<file path="src/design/wifi_mgmt_frame_sniffer_macros.svh">
// Assertion macros shared by the sniffer RTL.
// Each macro expects clk and rst_n to be visible where it is used.
`ifndef WIFI_MGMT_FRAME_SNIFFER_MACROS_SVH
`define WIFI_MGMT_FRAME_SNIFFER_MACROS_SVH

// The consequent must hold in the same cycle as the antecedent.
`define WMFS_ASSERT_IMP(label, ante, cons) \
  label: assert property (@(posedge clk) disable iff (!rst_n) (ante) |-> (cons)) \
    else $error("wmfs assertion failed");

// The consequent must hold in the cycle after the antecedent.
`define WMFS_ASSERT_NXT(label, ante, cons) \
  label: assert property (@(posedge clk) disable iff (!rst_n) (ante) |=> (cons)) \
    else $error("wmfs assertion failed");

`endif

</file>
<file path="src/design/wmfs_pkg.sv">
`timescale 1ns / 1ps

package wmfs_pkg;

  localparam logic [31:0] FNV_BASIS = 32'd2166136261;
  localparam logic [31:0] FNV_PRIME = 32'd16777619;

  localparam logic [7:0] CODE_PROBE  = 8'h40;
  localparam logic [7:0] CODE_DEAUTH = 8'hC0;

  localparam logic [1:0] CLS_OTHER  = 2'd0;
  localparam logic [1:0] CLS_DEAUTH = 2'd1;
  localparam logic [1:0] CLS_PROBE  = 2'd2;

  localparam int unsigned SSID_LIMIT      = 33;
  localparam int unsigned SSID_START      = 26;
  localparam int unsigned SSID_MAX        = 32;
  localparam int unsigned HASH_FIRST_POS  = 10;
  localparam int unsigned HASH_LAST_POS   = 15;
  localparam int unsigned TAG_POS         = 24;
  localparam int unsigned LEN_POS         = 25;
  localparam int unsigned PROBE_MIN_BYTES = 16;

  typedef struct packed {
    logic start;
    logic write;
  } walk_req_t;

  typedef struct packed {
    logic done;
    logic busy;
  } walk_rsp_t;

endpackage

</file>
<file path="src/design/wmfs_in_if.sv">
`timescale 1ns / 1ps

interface wmfs_in_if;
  logic              valid;
  logic              ready;
  logic [7:0]        frame_byte;
  logic              is_management;
  logic signed [7:0] signal_strength;
  logic [11:0]       frame_length;
  logic [31:0]       time_ms;
  logic              end_of_frame;
  logic              clear_deauth;

  modport source (
    output valid, frame_byte, is_management, signal_strength, frame_length, time_ms,
           end_of_frame, clear_deauth,
    input  ready
  );

  modport sink (
    input  valid, frame_byte, is_management, signal_strength, frame_length, time_ms,
           end_of_frame, clear_deauth,
    output ready
  );
endinterface

</file>
<file path="src/design/wmfs_out_if.sv">
`timescale 1ns / 1ps

interface wmfs_out_if;
  logic              valid;
  logic              ready;
  logic [1:0]        frame_class;
  logic [31:0]       source_hash;
  logic signed [7:0] rssi_out;
  logic [31:0]       stamp_ms;
  logic [5:0]        ssid_length;
  logic [3:0]        slot;
  logic [31:0]       deauth_total;
  logic [4:0]        probe_total;
  logic [4:0]        unique_sources;
  logic [7:0]        ssid_byte;
  logic [4:0]        ssid_index;
  logic              last_of_run;

  modport source (
    output valid, frame_class, source_hash, rssi_out, stamp_ms, ssid_length, slot,
           deauth_total, probe_total, unique_sources, ssid_byte, ssid_index, last_of_run,
    input  ready
  );

  modport sink (
    input  valid, frame_class, source_hash, rssi_out, stamp_ms, ssid_length, slot,
           deauth_total, probe_total, unique_sources, ssid_byte, ssid_index, last_of_run,
    output ready
  );
endinterface

</file>
<file path="src/design/wmfs_uniq.sv">
`timescale 1ns / 1ps

`include "wifi_mgmt_frame_sniffer_macros.svh"

module wmfs_uniq #(
  parameter int RING_DEPTH = 16,
  localparam int IDX_W = (RING_DEPTH > 1) ? $clog2(RING_DEPTH) : 1,
  localparam int CNT_W = $clog2(RING_DEPTH + 1)
) (
  input  logic               clk,
  input  logic               rst_n,
  input  wmfs_pkg::walk_req_t req,
  input  logic [IDX_W-1:0]   wr_slot,
  input  logic [31:0]        wr_hash,
  input  logic [CNT_W-1:0]   held,
  output wmfs_pkg::walk_rsp_t rsp,
  output logic [CNT_W-1:0]   uniq
);
  import wmfs_pkg::*;

  typedef enum logic [2:0] {
    U_IDLE,
    U_LOADI,
    U_CAND,
    U_SCAN,
    U_DONE
  } ustate_t;

  ustate_t          state_r;
  logic [31:0]      ring_mem [RING_DEPTH];
  logic [31:0]      mem_q_r;
  logic [31:0]      cand_r;
  logic [IDX_W-1:0] i_r;
  logic [IDX_W-1:0] j_r;
  logic [IDX_W-1:0] rd_addr;
  logic [CNT_W-1:0] held_r;
  logic [CNT_W-1:0] cnt_r;
  logic             last_i;

  assign last_i = (CNT_W'(i_r) + CNT_W'(1)) == held_r;
  assign rsp.done = (state_r == U_DONE);
  assign rsp.busy = (state_r != U_IDLE);
  assign uniq = cnt_r;

  always_comb begin
    unique case (state_r)
      U_CAND:  rd_addr = '0;
      U_SCAN:  rd_addr = j_r + IDX_W'(1);
      default: rd_addr = i_r;
    endcase
  end

  always_ff @(posedge clk) begin
    if (req.start && req.write) begin
      ring_mem[wr_slot] <= wr_hash;
    end
    mem_q_r <= ring_mem[rd_addr];
  end

  always_ff @(posedge clk) begin
    if (!rst_n) begin
      state_r <= U_IDLE;
      held_r  <= '0;
      cnt_r   <= '0;
      i_r     <= '0;
    end else begin
      unique case (state_r)
        U_IDLE: begin
          if (req.start) begin
            held_r  <= held;
            cnt_r   <= '0;
            i_r     <= '0;
            state_r <= (held == '0) ? U_DONE : U_LOADI;
          end
        end
        U_LOADI: begin
          state_r <= U_CAND;
        end
        U_CAND: begin
          cand_r <= mem_q_r;
          j_r    <= '0;
          if (i_r == '0) begin
            cnt_r <= cnt_r + CNT_W'(1);
            if (last_i) begin
              state_r <= U_DONE;
            end else begin
              i_r     <= i_r + IDX_W'(1);
              state_r <= U_LOADI;
            end
          end else begin
            state_r <= U_SCAN;
          end
        end
        U_SCAN: begin
          if (mem_q_r == cand_r || j_r == i_r - IDX_W'(1)) begin
            if (mem_q_r != cand_r) begin
              cnt_r <= cnt_r + CNT_W'(1);
            end
            if (last_i) begin
              state_r <= U_DONE;
            end else begin
              i_r     <= i_r + IDX_W'(1);
              state_r <= U_LOADI;
            end
          end else begin
            j_r <= j_r + IDX_W'(1);
          end
        end
        U_DONE: begin
          state_r <= U_IDLE;
        end
        default: begin
          state_r <= U_IDLE;
        end
      endcase
    end
  end

  `WMFS_ASSERT_IMP(a_start_when_idle, req.start, !rsp.busy)
  `WMFS_ASSERT_IMP(a_count_bounded, 1'b1, cnt_r <= held_r)
  `WMFS_ASSERT_IMP(a_scan_below_cand, state_r == U_SCAN, j_r < i_r)
  `WMFS_ASSERT_NXT(a_done_single, rsp.done, !rsp.done)

endmodule

</file>
<file path="src/design/wifi_mgmt_frame_sniffer.sv">
`timescale 1ns / 1ps

`include "wifi_mgmt_frame_sniffer_macros.svh"

// Frame bytes arrive on in_ch, one byte per transfer, starting at byte zero of a frame.
// Metadata and the frame class are taken from the first byte; end_of_frame marks the last.
// A byte that is not the last one produces no result.
// After the last byte the block records a probe hash in the hash ring, then counts the
// distinct hashes held in the ring by comparing each entry with all earlier entries
// through one comparator and one ring read port. The record transfer is offered once the
// count is done, and each SSID byte transfer is offered after the previous one is taken.
// No input transfer is taken from the last byte of a frame until its final result
// has been transferred on out_ch; a stalled out_ch simply holds the current result.
// The capture enable is written through cfg_wr_en and cfg_wr_data; the user must
// write it only while the block is idle, which the block itself does not enforce.
// Reset clears the counters, the byte position and the ring fill state; ring and SSID
// contents are not cleared, since only written entries are ever read.
module wifi_mgmt_frame_sniffer #(
  parameter int RING_DEPTH = 16
) (
  input  logic       clk,
  input  logic       rst_n,
  wmfs_in_if.sink    in_ch,
  wmfs_out_if.source out_ch,
  input  logic       cfg_wr_en,
  input  logic       cfg_wr_data
);
  import wmfs_pkg::*;

  localparam int IDX_W = (RING_DEPTH > 1) ? $clog2(RING_DEPTH) : 1;
  localparam int CNT_W = $clog2(RING_DEPTH + 1);

  typedef enum logic [2:0] {
    S_IDLE,
    S_WRITE,
    S_WALK,
    S_WAIT,
    S_SBYTE
  } state_t;

  state_t            state_r;
  logic              cap_en_r;
  logic [11:0]       bpos_r;
  logic [31:0]       hash_r;
  logic [1:0]        cls_r;
  logic signed [7:0] rssi_r;
  logic [11:0]       flen_r;
  logic [31:0]       tms_r;
  logic [7:0]        tag_r;
  logic [7:0]        slen_r;
  logic [12:0]       rcv_r;
  logic [31:0]       deauth_r;
  logic [31:0]       pw_r;
  logic [IDX_W-1:0]  wp_r;
  logic [CNT_W-1:0]  held_r;
  logic [4:0]        nb_r;
  logic [7:0]        ssid_mem [SSID_MAX];
  logic [7:0]        ssid_q_r;

  logic              out_valid_r;
  logic [1:0]        o_cls_r;
  logic [31:0]       o_hash_r;
  logic signed [7:0] o_rssi_r;
  logic [31:0]       o_stamp_r;
  logic [5:0]        o_slen_r;
  logic [3:0]        o_slot_r;
  logic [31:0]       o_deauth_r;
  logic [4:0]        o_total_r;
  logic [4:0]        o_uniq_r;
  logic [7:0]        o_byte_r;
  logic [4:0]        o_index_r;
  logic              o_last_r;

  logic              in_acc;
  logic              first;
  logic [7:0]        fb;
  logic [1:0]        cls_cur;
  logic [31:0]       deauth_base;
  logic [31:0]       deauth_nxt;
  logic [31:0]       hash_base;
  logic [31:0]       hash_mix;
  logic [31:0]       hash_prod;
  logic [31:0]       hash_nxt;
  logic [7:0]        tag_nxt;
  logic [7:0]        slen_nxt;
  logic              ssid_we;
  logic [4:0]        ssid_wa;

  logic              is_probe;
  logic [12:0]       ssid_end;
  logic              ssid_ok;
  logic [CNT_W-1:0]  held_new;
  logic [31:0]       wp_ext;
  logic [31:0]       held_ext;
  logic [31:0]       uniq_ext;
  logic [5:0]        rec_slen;
  logic              non_probe_out;

  walk_req_t         walk_req;
  walk_rsp_t         walk_rsp;
  logic [CNT_W-1:0]  walk_uniq;

  assign in_ch.ready = (state_r == S_IDLE);
  assign in_acc = in_ch.valid && in_ch.ready;
  assign fb = in_ch.frame_byte;
  assign first = (bpos_r == '0);

  always_comb begin
    cls_cur = cls_r;
    if (first) begin
      cls_cur = CLS_OTHER;
      if (cap_en_r && in_ch.is_management) begin
        if (fb == CODE_DEAUTH) begin
          cls_cur = CLS_DEAUTH;
        end else if (fb == CODE_PROBE) begin
          cls_cur = CLS_PROBE;
        end
      end
    end

    deauth_base = in_ch.clear_deauth ? '0 : deauth_r;
    deauth_nxt = deauth_base;
    if (first && cls_cur == CLS_DEAUTH && deauth_base != '1) begin
      deauth_nxt = deauth_base + 32'd1;
    end

    hash_base = first ? FNV_BASIS : hash_r;
    hash_mix = hash_base ^ {24'd0, fb};
    hash_prod = hash_mix * FNV_PRIME;
    hash_nxt = hash_base;
    if (cls_cur == CLS_PROBE && bpos_r >= 12'(HASH_FIRST_POS)
        && bpos_r <= 12'(HASH_LAST_POS)) begin
      hash_nxt = hash_prod;
    end

    tag_nxt = first ? 8'd0 : tag_r;
    slen_nxt = first ? 8'd0 : slen_r;
    if (cls_cur == CLS_PROBE && bpos_r == 12'(TAG_POS)) begin
      tag_nxt = fb;
    end
    if (cls_cur == CLS_PROBE && bpos_r == 12'(LEN_POS)) begin
      slen_nxt = fb;
    end

    ssid_we = (cls_cur == CLS_PROBE) && (bpos_r >= 12'(SSID_START))
              && (bpos_r < 12'(SSID_START + SSID_MAX));
    ssid_wa = 5'(bpos_r - 12'(SSID_START));
  end

  always_comb begin
    is_probe = (cls_r == CLS_PROBE) && (rcv_r >= 13'(PROBE_MIN_BYTES));
    ssid_end = 13'(slen_r) + 13'(SSID_START);
    ssid_ok = (flen_r > 12'(SSID_START)) && (tag_r == 8'd0) && (slen_r != 8'd0)
              && (slen_r < 8'(SSID_LIMIT)) && (ssid_end <= 13'(flen_r))
              && (ssid_end <= rcv_r);
    held_new = held_r;
    if (is_probe && held_r != CNT_W'(RING_DEPTH)) begin
      held_new = held_r + CNT_W'(1);
    end
    wp_ext = 32'(wp_r);
    held_ext = 32'(held_new);
    uniq_ext = 32'(walk_uniq);
    rec_slen = (is_probe && ssid_ok) ? slen_r[5:0] : 6'd0;
  end

  assign walk_req.start = (state_r == S_WRITE);
  assign walk_req.write = is_probe;

  wmfs_uniq #(
    .RING_DEPTH(RING_DEPTH)
  ) u_uniq (
    .clk     (clk),
    .rst_n   (rst_n),
    .req     (walk_req),
    .wr_slot (wp_r),
    .wr_hash (hash_r),
    .held    (held_new),
    .rsp     (walk_rsp),
    .uniq    (walk_uniq)
  );

  always_ff @(posedge clk) begin
    if (in_acc && ssid_we) begin
      ssid_mem[ssid_wa] <= fb;
    end
    ssid_q_r <= ssid_mem[nb_r];
  end

  always_ff @(posedge clk) begin
    if (!rst_n) begin
      state_r     <= S_IDLE;
      cap_en_r    <= 1'b0;
      bpos_r      <= '0;
      cls_r       <= CLS_OTHER;
      deauth_r    <= '0;
      pw_r        <= '0;
      wp_r        <= '0;
      held_r      <= '0;
      out_valid_r <= 1'b0;
    end else begin
      if (cfg_wr_en) begin
        cap_en_r <= cfg_wr_data;
      end
      unique case (state_r)
        S_IDLE: begin
          if (in_acc) begin
            if (first) begin
              rssi_r <= in_ch.signal_strength;
              flen_r <= in_ch.frame_length;
              tms_r  <= in_ch.time_ms;
            end
            cls_r    <= cls_cur;
            deauth_r <= deauth_nxt;
            hash_r   <= hash_nxt;
            tag_r    <= tag_nxt;
            slen_r   <= slen_nxt;
            if (in_ch.end_of_frame) begin
              bpos_r  <= '0;
              rcv_r   <= 13'(bpos_r) + 13'd1;
              state_r <= S_WRITE;
            end else if (bpos_r != '1) begin
              bpos_r <= bpos_r + 12'd1;
            end
          end
        end
        S_WRITE: begin
          o_cls_r    <= is_probe ? CLS_PROBE : ((cls_r == CLS_PROBE) ? CLS_OTHER : cls_r);
          o_hash_r   <= is_probe ? hash_r : 32'd0;
          o_rssi_r   <= is_probe ? rssi_r : 8'sd0;
          o_stamp_r  <= is_probe ? tms_r : 32'd0;
          o_slen_r   <= rec_slen;
          o_slot_r   <= is_probe ? wp_ext[3:0] : 4'd0;
          o_deauth_r <= deauth_r;
          o_total_r  <= held_ext[4:0];
          o_byte_r   <= 8'd0;
          o_index_r  <= 5'd0;
          o_last_r   <= (rec_slen == 6'd0);
          nb_r       <= '0;
          held_r     <= held_new;
          if (is_probe) begin
            if (pw_r == '1) begin
              pw_r <= 32'(RING_DEPTH);
              wp_r <= '0;
            end else begin
              pw_r <= pw_r + 32'd1;
              wp_r <= (wp_r == IDX_W'(RING_DEPTH - 1)) ? '0 : wp_r + IDX_W'(1);
            end
          end
          state_r <= S_WALK;
        end
        S_WALK: begin
          if (walk_rsp.done) begin
            o_uniq_r    <= uniq_ext[4:0];
            out_valid_r <= 1'b1;
            state_r     <= S_WAIT;
          end
        end
        S_WAIT: begin
          if (out_ch.ready) begin
            out_valid_r <= 1'b0;
            state_r     <= o_last_r ? S_IDLE : S_SBYTE;
          end
        end
        S_SBYTE: begin
          o_byte_r    <= ssid_q_r;
          o_index_r   <= nb_r;
          o_last_r    <= (6'(nb_r) + 6'd1) == o_slen_r;
          nb_r        <= nb_r + 5'd1;
          out_valid_r <= 1'b1;
          state_r     <= S_WAIT;
        end
        default: begin
          state_r <= S_IDLE;
        end
      endcase
    end
  end

  assign out_ch.valid          = out_valid_r;
  assign out_ch.frame_class    = o_cls_r;
  assign out_ch.source_hash    = o_hash_r;
  assign out_ch.rssi_out       = o_rssi_r;
  assign out_ch.stamp_ms       = o_stamp_r;
  assign out_ch.ssid_length    = o_slen_r;
  assign out_ch.slot           = o_slot_r;
  assign out_ch.deauth_total   = o_deauth_r;
  assign out_ch.probe_total    = o_total_r;
  assign out_ch.unique_sources = o_uniq_r;
  assign out_ch.ssid_byte      = o_byte_r;
  assign out_ch.ssid_index     = o_index_r;
  assign out_ch.last_of_run    = o_last_r;

  assign non_probe_out = out_valid_r && (o_cls_r != CLS_PROBE);

  `WMFS_ASSERT_IMP(a_no_input_while_result, out_ch.valid, !in_ch.ready)
  `WMFS_ASSERT_IMP(a_more_needs_ssid, out_valid_r && !o_last_r, o_slen_r != 6'd0)
  `WMFS_ASSERT_IMP(a_non_probe_empty, non_probe_out, o_hash_r == '0 && o_slen_r == '0)

endmodule
</file>
<file path="src/flat_wrapper.sv">
// flat-port wrapper written by rule: the top's interface ports become plain ports
module wifi_mgmt_frame_sniffer_flat import wmfs_pkg::*;
#(
  parameter int RING_DEPTH = 16
)
  (clk, rst_n, cfg_wr_en, cfg_wr_data, in_ch_valid, in_ch_frame_byte, in_ch_is_management, in_ch_signal_strength, in_ch_frame_length, in_ch_time_ms, in_ch_end_of_frame, in_ch_clear_deauth, in_ch_ready, out_ch_valid, out_ch_frame_class, out_ch_source_hash, out_ch_rssi_out, out_ch_stamp_ms, out_ch_ssid_length, out_ch_slot, out_ch_deauth_total, out_ch_probe_total, out_ch_unique_sources, out_ch_ssid_byte, out_ch_ssid_index, out_ch_last_of_run, out_ch_ready);
  wmfs_in_if in_ch_i ();
  wmfs_out_if out_ch_i ();
  input  logic clk;
  input  logic rst_n;
  input  logic cfg_wr_en;
  input  logic cfg_wr_data;
  input wire logic [$bits(in_ch_i.valid)-1:0] in_ch_valid;
  input wire logic [$bits(in_ch_i.frame_byte)-1:0] in_ch_frame_byte;
  input wire logic [$bits(in_ch_i.is_management)-1:0] in_ch_is_management;
  input wire logic [$bits(in_ch_i.signal_strength)-1:0] in_ch_signal_strength;
  input wire logic [$bits(in_ch_i.frame_length)-1:0] in_ch_frame_length;
  input wire logic [$bits(in_ch_i.time_ms)-1:0] in_ch_time_ms;
  input wire logic [$bits(in_ch_i.end_of_frame)-1:0] in_ch_end_of_frame;
  input wire logic [$bits(in_ch_i.clear_deauth)-1:0] in_ch_clear_deauth;
  output wire logic [$bits(in_ch_i.ready)-1:0] in_ch_ready;
  output wire logic [$bits(out_ch_i.valid)-1:0] out_ch_valid;
  output wire logic [$bits(out_ch_i.frame_class)-1:0] out_ch_frame_class;
  output wire logic [$bits(out_ch_i.source_hash)-1:0] out_ch_source_hash;
  output wire logic [$bits(out_ch_i.rssi_out)-1:0] out_ch_rssi_out;
  output wire logic [$bits(out_ch_i.stamp_ms)-1:0] out_ch_stamp_ms;
  output wire logic [$bits(out_ch_i.ssid_length)-1:0] out_ch_ssid_length;
  output wire logic [$bits(out_ch_i.slot)-1:0] out_ch_slot;
  output wire logic [$bits(out_ch_i.deauth_total)-1:0] out_ch_deauth_total;
  output wire logic [$bits(out_ch_i.probe_total)-1:0] out_ch_probe_total;
  output wire logic [$bits(out_ch_i.unique_sources)-1:0] out_ch_unique_sources;
  output wire logic [$bits(out_ch_i.ssid_byte)-1:0] out_ch_ssid_byte;
  output wire logic [$bits(out_ch_i.ssid_index)-1:0] out_ch_ssid_index;
  output wire logic [$bits(out_ch_i.last_of_run)-1:0] out_ch_last_of_run;
  input wire logic [$bits(out_ch_i.ready)-1:0] out_ch_ready;
  assign in_ch_i.valid = in_ch_valid;
  assign in_ch_i.frame_byte = in_ch_frame_byte;
  assign in_ch_i.is_management = in_ch_is_management;
  assign in_ch_i.signal_strength = in_ch_signal_strength;
  assign in_ch_i.frame_length = in_ch_frame_length;
  assign in_ch_i.time_ms = in_ch_time_ms;
  assign in_ch_i.end_of_frame = in_ch_end_of_frame;
  assign in_ch_i.clear_deauth = in_ch_clear_deauth;
  assign in_ch_ready = in_ch_i.ready;
  assign out_ch_valid = out_ch_i.valid;
  assign out_ch_frame_class = out_ch_i.frame_class;
  assign out_ch_source_hash = out_ch_i.source_hash;
  assign out_ch_rssi_out = out_ch_i.rssi_out;
  assign out_ch_stamp_ms = out_ch_i.stamp_ms;
  assign out_ch_ssid_length = out_ch_i.ssid_length;
  assign out_ch_slot = out_ch_i.slot;
  assign out_ch_deauth_total = out_ch_i.deauth_total;
  assign out_ch_probe_total = out_ch_i.probe_total;
  assign out_ch_unique_sources = out_ch_i.unique_sources;
  assign out_ch_ssid_byte = out_ch_i.ssid_byte;
  assign out_ch_ssid_index = out_ch_i.ssid_index;
  assign out_ch_last_of_run = out_ch_i.last_of_run;
  assign out_ch_i.ready = out_ch_ready;
  wifi_mgmt_frame_sniffer #(.RING_DEPTH(RING_DEPTH)) u_core (.clk(clk), .rst_n(rst_n), .in_ch(in_ch_i), .out_ch(out_ch_i), .cfg_wr_en(cfg_wr_en), .cfg_wr_data(cfg_wr_data));
endmodule
</file>
<file path="config.mk">
export PLATFORM = sky130hd
export DESIGN_NAME = wifi_mgmt_frame_sniffer_flat
export DESIGN_NICKNAME = d
export VERILOG_FILES = /design/src/design/wmfs_pkg.sv /design/src/design/wmfs_in_if.sv /design/src/design/wmfs_out_if.sv /design/src/design/wmfs_uniq.sv /design/src/design/wifi_mgmt_frame_sniffer.sv /design/src/flat_wrapper.sv
export VERILOG_INCLUDE_DIRS = /design/src /design/src/design
export SDC_FILE = /design/constraint.sdc
export NUM_CORES = 2
export LEC_CHECK = 0
export ABC_AREA = 1
export BUFFER_PORTS_ARGS = -buffer_cell sky130_fd_sc_hd__clkbuf_2
export CAP_MARGIN = 10
export CORE_MARGIN = 1
export CORE_UTILIZATION = 61
export DETAILED_ROUTE_END_ITERATION = 8
export GPL_ROUTABILITY_DRIVEN = 0
export PLACE_DENSITY = 0.76
export SLEW_MARGIN = 30
export SYNTH_ARGS = -nofsm -noshare
export SYNTH_HDL_FRONTEND = slang
export SYNTH_SLANG_ARGS = --single-unit
</file>
<file path="constraint.sdc">
create_clock -name clk -period 15.4 [get_ports clk]
set_clock_uncertainty 0.2 [all_clocks]
set_input_delay 1.54 -clock clk [delete_from_list [all_inputs] [get_ports clk]]
set_output_delay 1.54 -clock clk [all_outputs]
set_load 0.005 [all_outputs]
</file>
* Yosys cells after proc, flatten, opt, wreduce, memory -nomap -nowiden
Memory sizes are Yosys's and may differ from the RTL's. A register that Yosys moved wholly into a read port is not among the register bits. Cells that the tools add are included.
Word-level totals: register bits 403, RAM bits 768, input bits 69, logic and storage cells 209, memories 2
Memories:
- u_core.u_uniq.ring_mem | words 16, bits a word 32, read ports 1, clocked after Yosys merged registers in 1, wr ports 1, line wmfs_uniq.sv:30 | logic [31:0] ring_mem [RING_DEPTH];
- u_core.ssid_mem | words 32, bits a word 8, read ports 1, clocked after Yosys merged registers in 1, wr ports 1, line wifi_mgmt_frame_sniffer.sv:57 | logic [7:0] ssid_mem [SSID_MAX];
Cells by class: add/subtract/negate cells 15, multiply operators 1, order comparisons 9, equality and inequality tests 34, multiplexer cells 55, bitwise gates (word level) 1, reduce and logical (&&, ||, !) cells 56
Operators with widths (number):
- 32-bit two-way mux | 5
- 32-bit by 1-bit adder with 32-bit output (second input constant) | 2
- 32-bit == test | 1
- 32-bit == test (second input constant) | 1
- 32-bit by 25-bit multiplier with 32-bit output (second input constant) | 1
- 32-bit inequality test | 1
- 32-bit inequality test (second input constant) | 1
- 32-bit by 8-bit bitwise XOR with 32-bit output | 1
- 3-bit two-way mux | 10
- 4-bit two-way mux | 7
- 5-bit two-way mux | 5
- 12-bit by 5-bit == test with 1-bit output (second input constant) | 2
- 12-bit two-way mux | 2
- 8-bit two-way mux | 3
- 4-bit AND reduction | 6
- 1-bit logical AND | 20
- 5-bit case mux with 2 select lines | 2
- 2-bit inequality test (second input constant) | 9
- 4-bit case mux with 2 select lines | 2
- 8-bit case mux with 2 select lines | 1
- 5-bit by 1-bit adder with 5-bit output (second input constant) | 3
- 3-bit case mux with 5 select lines | 1
- 5-bit case mux with 3 select lines | 1
- 3-bit AND reduction | 5
- 50 further kinds | 79

* Logic depth before layout (Yosys ltp)
depth in word-level cells 11, gate-level depth with buffers 32

* Hierarchy
Synthesis repeated with hierarchy kept, for this count alone.
Second synthesis, totals: cell total of the unflattened synthesis 5301, area, all modules 56954.6 um^2
By module, submodules not included:
- wifi_mgmt_frame_sniffer | times used 1, cells each 3297, area each 32545.0 um^2
- wmfs_uniq | times used 1, cells each 2004, area each 24409.7 um^2

* Worst setup path after synthesis
OpenSTA, ideal clock, no wires.
kind input to register, start point in rst_n, end point reg u_core.o_deauth_r[0] (netlist: u_core.out_ch.deauth_total[0]), enable pin, arrival time 6.850 ns, path slack 7.747 ns, stages 3, buffers on the path 1, cell sequence inv_2 > clkbuf_1 > nor2_1
On the way: longest elaborated chain between the ends 1
Ends and longest elaborated chain:
- from (decl) | line flat_wrapper.sv:10 | input logic rst_n;
- 2-bit AND reduction (no line)
- to (signal assigned) | line wifi_mgmt_frame_sniffer.sv:233 | o_deauth_r <= deauth_r;
- to (decl) | line wifi_mgmt_frame_sniffer.sv:67 | logic [31:0] o_deauth_r;
No other way between the ends. A chain may end at the register's enable or synchronous reset.

* Final worst setup path
start point reg u_core.bpos_r[1], end point reg u_core.hash_r[30] (data pin)
On the way: longest elaborated chain between the ends 6, elaborated cells between the ends (all ways) 11, classes of those cells mul (1); order compare (2); eq/ne (1); mux (3); bitwise (1); reduce/logical (3)
Ends and longest elaborated chain:
- from (decl) | line wifi_mgmt_frame_sniffer.sv:43 | logic [11:0] bpos_r;
- from (signal assigned) | line wifi_mgmt_frame_sniffer.sv:222 | bpos_r <= bpos_r + 12'd1;
- parallel branches: the longest is 5 deep, another holds 32-bit by 25-bit multiplier with 32-bit output
- 32-bit two-way mux * | line wifi_mgmt_frame_sniffer.sv:131 | if (cls_cur == CLS_PROBE && bpos_r >= 12'(HASH_FIRST_POS)
- net u_core.hash_nxt[30] | line wifi_mgmt_frame_sniffer.sv:83 | logic [31:0] hash_nxt;
- to (signal assigned) | line wifi_mgmt_frame_sniffer.sv:214 | hash_r <= hash_nxt;
- to (decl) | line wifi_mgmt_frame_sniffer.sv:44 | logic [31:0] hash_r;
Mark *: on every way through the listed nets, which the timed path passes.

==> reports/qor.yml <==
synth.distinct_cells: 55
die_x_um: 307.1
startpoint: "u_core.bpos_r[1]"
async_flop_share: 0
drt-pass1-iter-count: 6
port_buffers: 210
netlist_instances: 5278
fillers: 6614
endpoint: "u_core.hash_r[30]"
critPathSlowestCell: "nor2_1"
dr.first_iter.drc_count: 4044
cts.sinks: 1211
viasPerCell: 5.728
dp_hpwl_mm: 82.96
root_buffer: "clkbuf_16"
rsz0062_at_grt: "false"
drcViolationCount: 0
grt_first_pass_wirelength_mm: 207.6
rrSetupSlack_ns: 7.94
cts_tree: "built"
overflow: 0
timing.final.crit_share: 0.4847
drtAntennaViolNets: 0
cts_setup_buffers: 0
yosys-top-cells-area: "edfxtp_1, nand2_1, dfxtp_1, inv_1, ha_1"
wl_mm: 135.0
reg2reg_to: "u_core.hash_r[30]"
post_drt_wl_per_cell_um: 19.87
path_buf_inv: 10
synth_edf_count: 1062
numCtsBuffers: 117
path_class: "reg2reg"
yosysWarnings: 0
hold_viol: 0
insertion_delay_ns: 0.71
cts-htree-levels: 3
core_um2: 91940
r2r_cells: 28
avgSynthCellArea_um2: 10.76
rows: 111
cts_max_path_buffers: 3
netlist_area_um2: 56770
gr-usage-all-layers: 0.2856
slew_headroom: 0.3051
maxCapViolations: 0
num-nets-final: 5817
synth.most_common_cell: "edfxtp_1"
synth_top_area_frac: 0.5617
syn_to_final_growth_pct: 11.05
setup_viol: 0
path_delay_family: "adder cells"
start_util: 0.6175
yosysTopAreaCell: "edfxtp_1"
ctsHoldBuffers: 0
cp-end-kind: "flop"
post_cts_resized: 0
syn_nets: 5645
critPathMaxStageDelay_ns: 0.86
die_height_um: 307.1
antenna_found_initial: 1
reg2reg_from: "u_core.bpos_r[1]"
period_needed_ns: 7.465
path_clk_slew_ns: 0.07
fmax_ghz: 0.1340
min_path_type: "reg2reg"
seq_area_frac_synth: 0.6143
worstSetupPathDepth: 28
grt_max_degree: 143
setup_tns_ns: 0
required_ns: 15.60
cp_data_arrival_time_ns: 7.66
cpMostUsedCell: "inv_1"
path_max_fanout: 18
ys_ff_latch: 1211
worst_pin_slew_ns: 1.042
slew_violations: 0
vias: 38920
status: "finished clean"
die_area_um2: 94300
startpoint_type: "flop"
ys_top_cells_by_count: "edfxtp_1, nand2_1, inv_1"
first_global_vias: 37490
ios: 211
drive_gt1_frac: 0.09476
yosys_most_used_dff: "edfxtp_1"
-- registers in the layout, summed over array words and instances, names as in the netlist, 6 cells and up --
signal and cells:
u_core.tag_r 8, u_core.u_uniq.ring_mem 512, u_core.ssid_q_r 8, u_core.out_ch.rssi_out 8, u_core.rcv_r 13, u_core.deauth_r 32, u_core.u_uniq.mem_q_r 32, u_core.out_ch.source_hash 32
u_core.out_ch.deauth_total 32, u_core.u_uniq.cand_r 32, u_core.ssid_mem 256, u_core.out_ch.ssid_length 6, u_core.bpos_r 12, u_core.hash_r 32, u_core.rssi_r 8, u_core.flen_r 12
u_core.slen_r 8, u_core.pw_r 32, u_core.out_ch.stamp_ms 32, u_core.tms_r 32, u_core.out_ch.ssid_byte 8
-- cell type report --
type	instances	area, µm²	area share
Clock inverter	64	728.2	0.01155
Timing Repair Buffer	268	1546	0.02453
Multi-Input combinational cell	3058	18160	0.2880
Clock buffer	156	3196	0.05068
Inverter	794	2992	0.04745
Antenna cell	1	2.502	0.00003969
Sequential cell	1211	34870	0.5531
Tap cell	1243	1555	0.02467
-- worst register-to-register path, delay by kind of cell (launching register included) --
| kind | cells | cell delay, ns |
|---|---|---|
| simple gates | 6 | 1.46 |
| buf+inv | 10 | 1.28 |
| flops | 1 | 0.42 |
| fa+ha+maj | 9 | 3.42 |
| compound gates | 3 | 0.38 |
-- cell families (layout without fill, tap and decap cells) --
family | after synthesis | count (layout) | synth area share
XOR/XNOR | 134 | 134 | 0.02067
adder cells (fa/ha/maj) | 298 | 298 | 0.07546
AND/OR/NAND/NOR | 1869 | 1869 | 0.1373
other | 0 | 1 | 0
buffers and inverters | 1009 | 1282 | 0.06958
flip-flops | 1211 | 1211 | 0.6143
AO/OA/AOI/OAI | 757 | 757 | 0.08273
-- stage by stage --
stage          std cells  instance area [µm²]    util  hold slack [ns]  setup WS (ns)
6_report            6795                63050  0.6858           0.2457          7.935
5_1_grt             6794                63050  0.6857           0.2596          7.499
4_1_cts             6794                63040  0.6857           0.2512          8.030
3_5_place_dp        6574                59120  0.6430           0.2381          7.763
3_3_place_gp        6572                59050  0.6423           0.2220          7.942
2_1_floorplan       5278                56770       -           0.2082          7.747
-- metal layers --
layer	share of wire	vias up	track usage	routed length, µm
met5	0	-	0	0
met4	0.029	0	0.09580	3951
met3	0.079	257	0.04025	10670
met2	0.49	1664	0.4867	66710
met1	0.40	18690	0.3779	53700
li1	-	18310	-	-
-- cell usage in the layout (no fill, tap or decap), drive strengths merged, types with 6 or more instances in the layout --
cell type,netlist,final
o31ai,6,6
nand2,851,851
or2,12,12
o211ai,260,260
nor4,13,13
ha,224,224
edfxtp,1062,1062
inv,791,795
clkinvlp,0,6
o21ai,237,237
buf,113,58
nor2,567,567
fa,74,74
nand4,34,34
xnor2,62,62
nor3,46,46
o22ai,80,80
bufinv,0,13
nand3,329,329
o21a,6,6
clkinv,3,44
dfxtp,149,149
clkbuf,102,366
nor3b,6,6
xor2,72,72
a211oi,12,12
a21oi,135,135
-- worst min path at each step --
stage	startpoint	end	slack [ns]	depth (start not counted)
2_1_floorplan	u_core.u_uniq.mem_q_r[26]	u_core.u_uniq.cand_r[26]	0.21	0
3_3_place_gp	u_core.u_uniq.mem_q_r[26]	u_core.u_uniq.cand_r[26]	0.22	0
3_5_place_dp	u_core.u_uniq.mem_q_r[26]	u_core.u_uniq.cand_r[26]	0.24	0
4_1_cts	u_core.u_uniq.mem_q_r[15]	u_core.u_uniq.cand_r[15]	0.25	0
5_1_grt	u_core.u_uniq.mem_q_r[3]	u_core.u_uniq.cand_r[3]	0.26	0
6_report	u_core.u_uniq.mem_q_r[26]	u_core.u_uniq.cand_r[26]	0.25	0
Power is left out: the tool's default activity adds up to more than one toggle a clock period on the data nets, which glitch-free logic cannot reach.
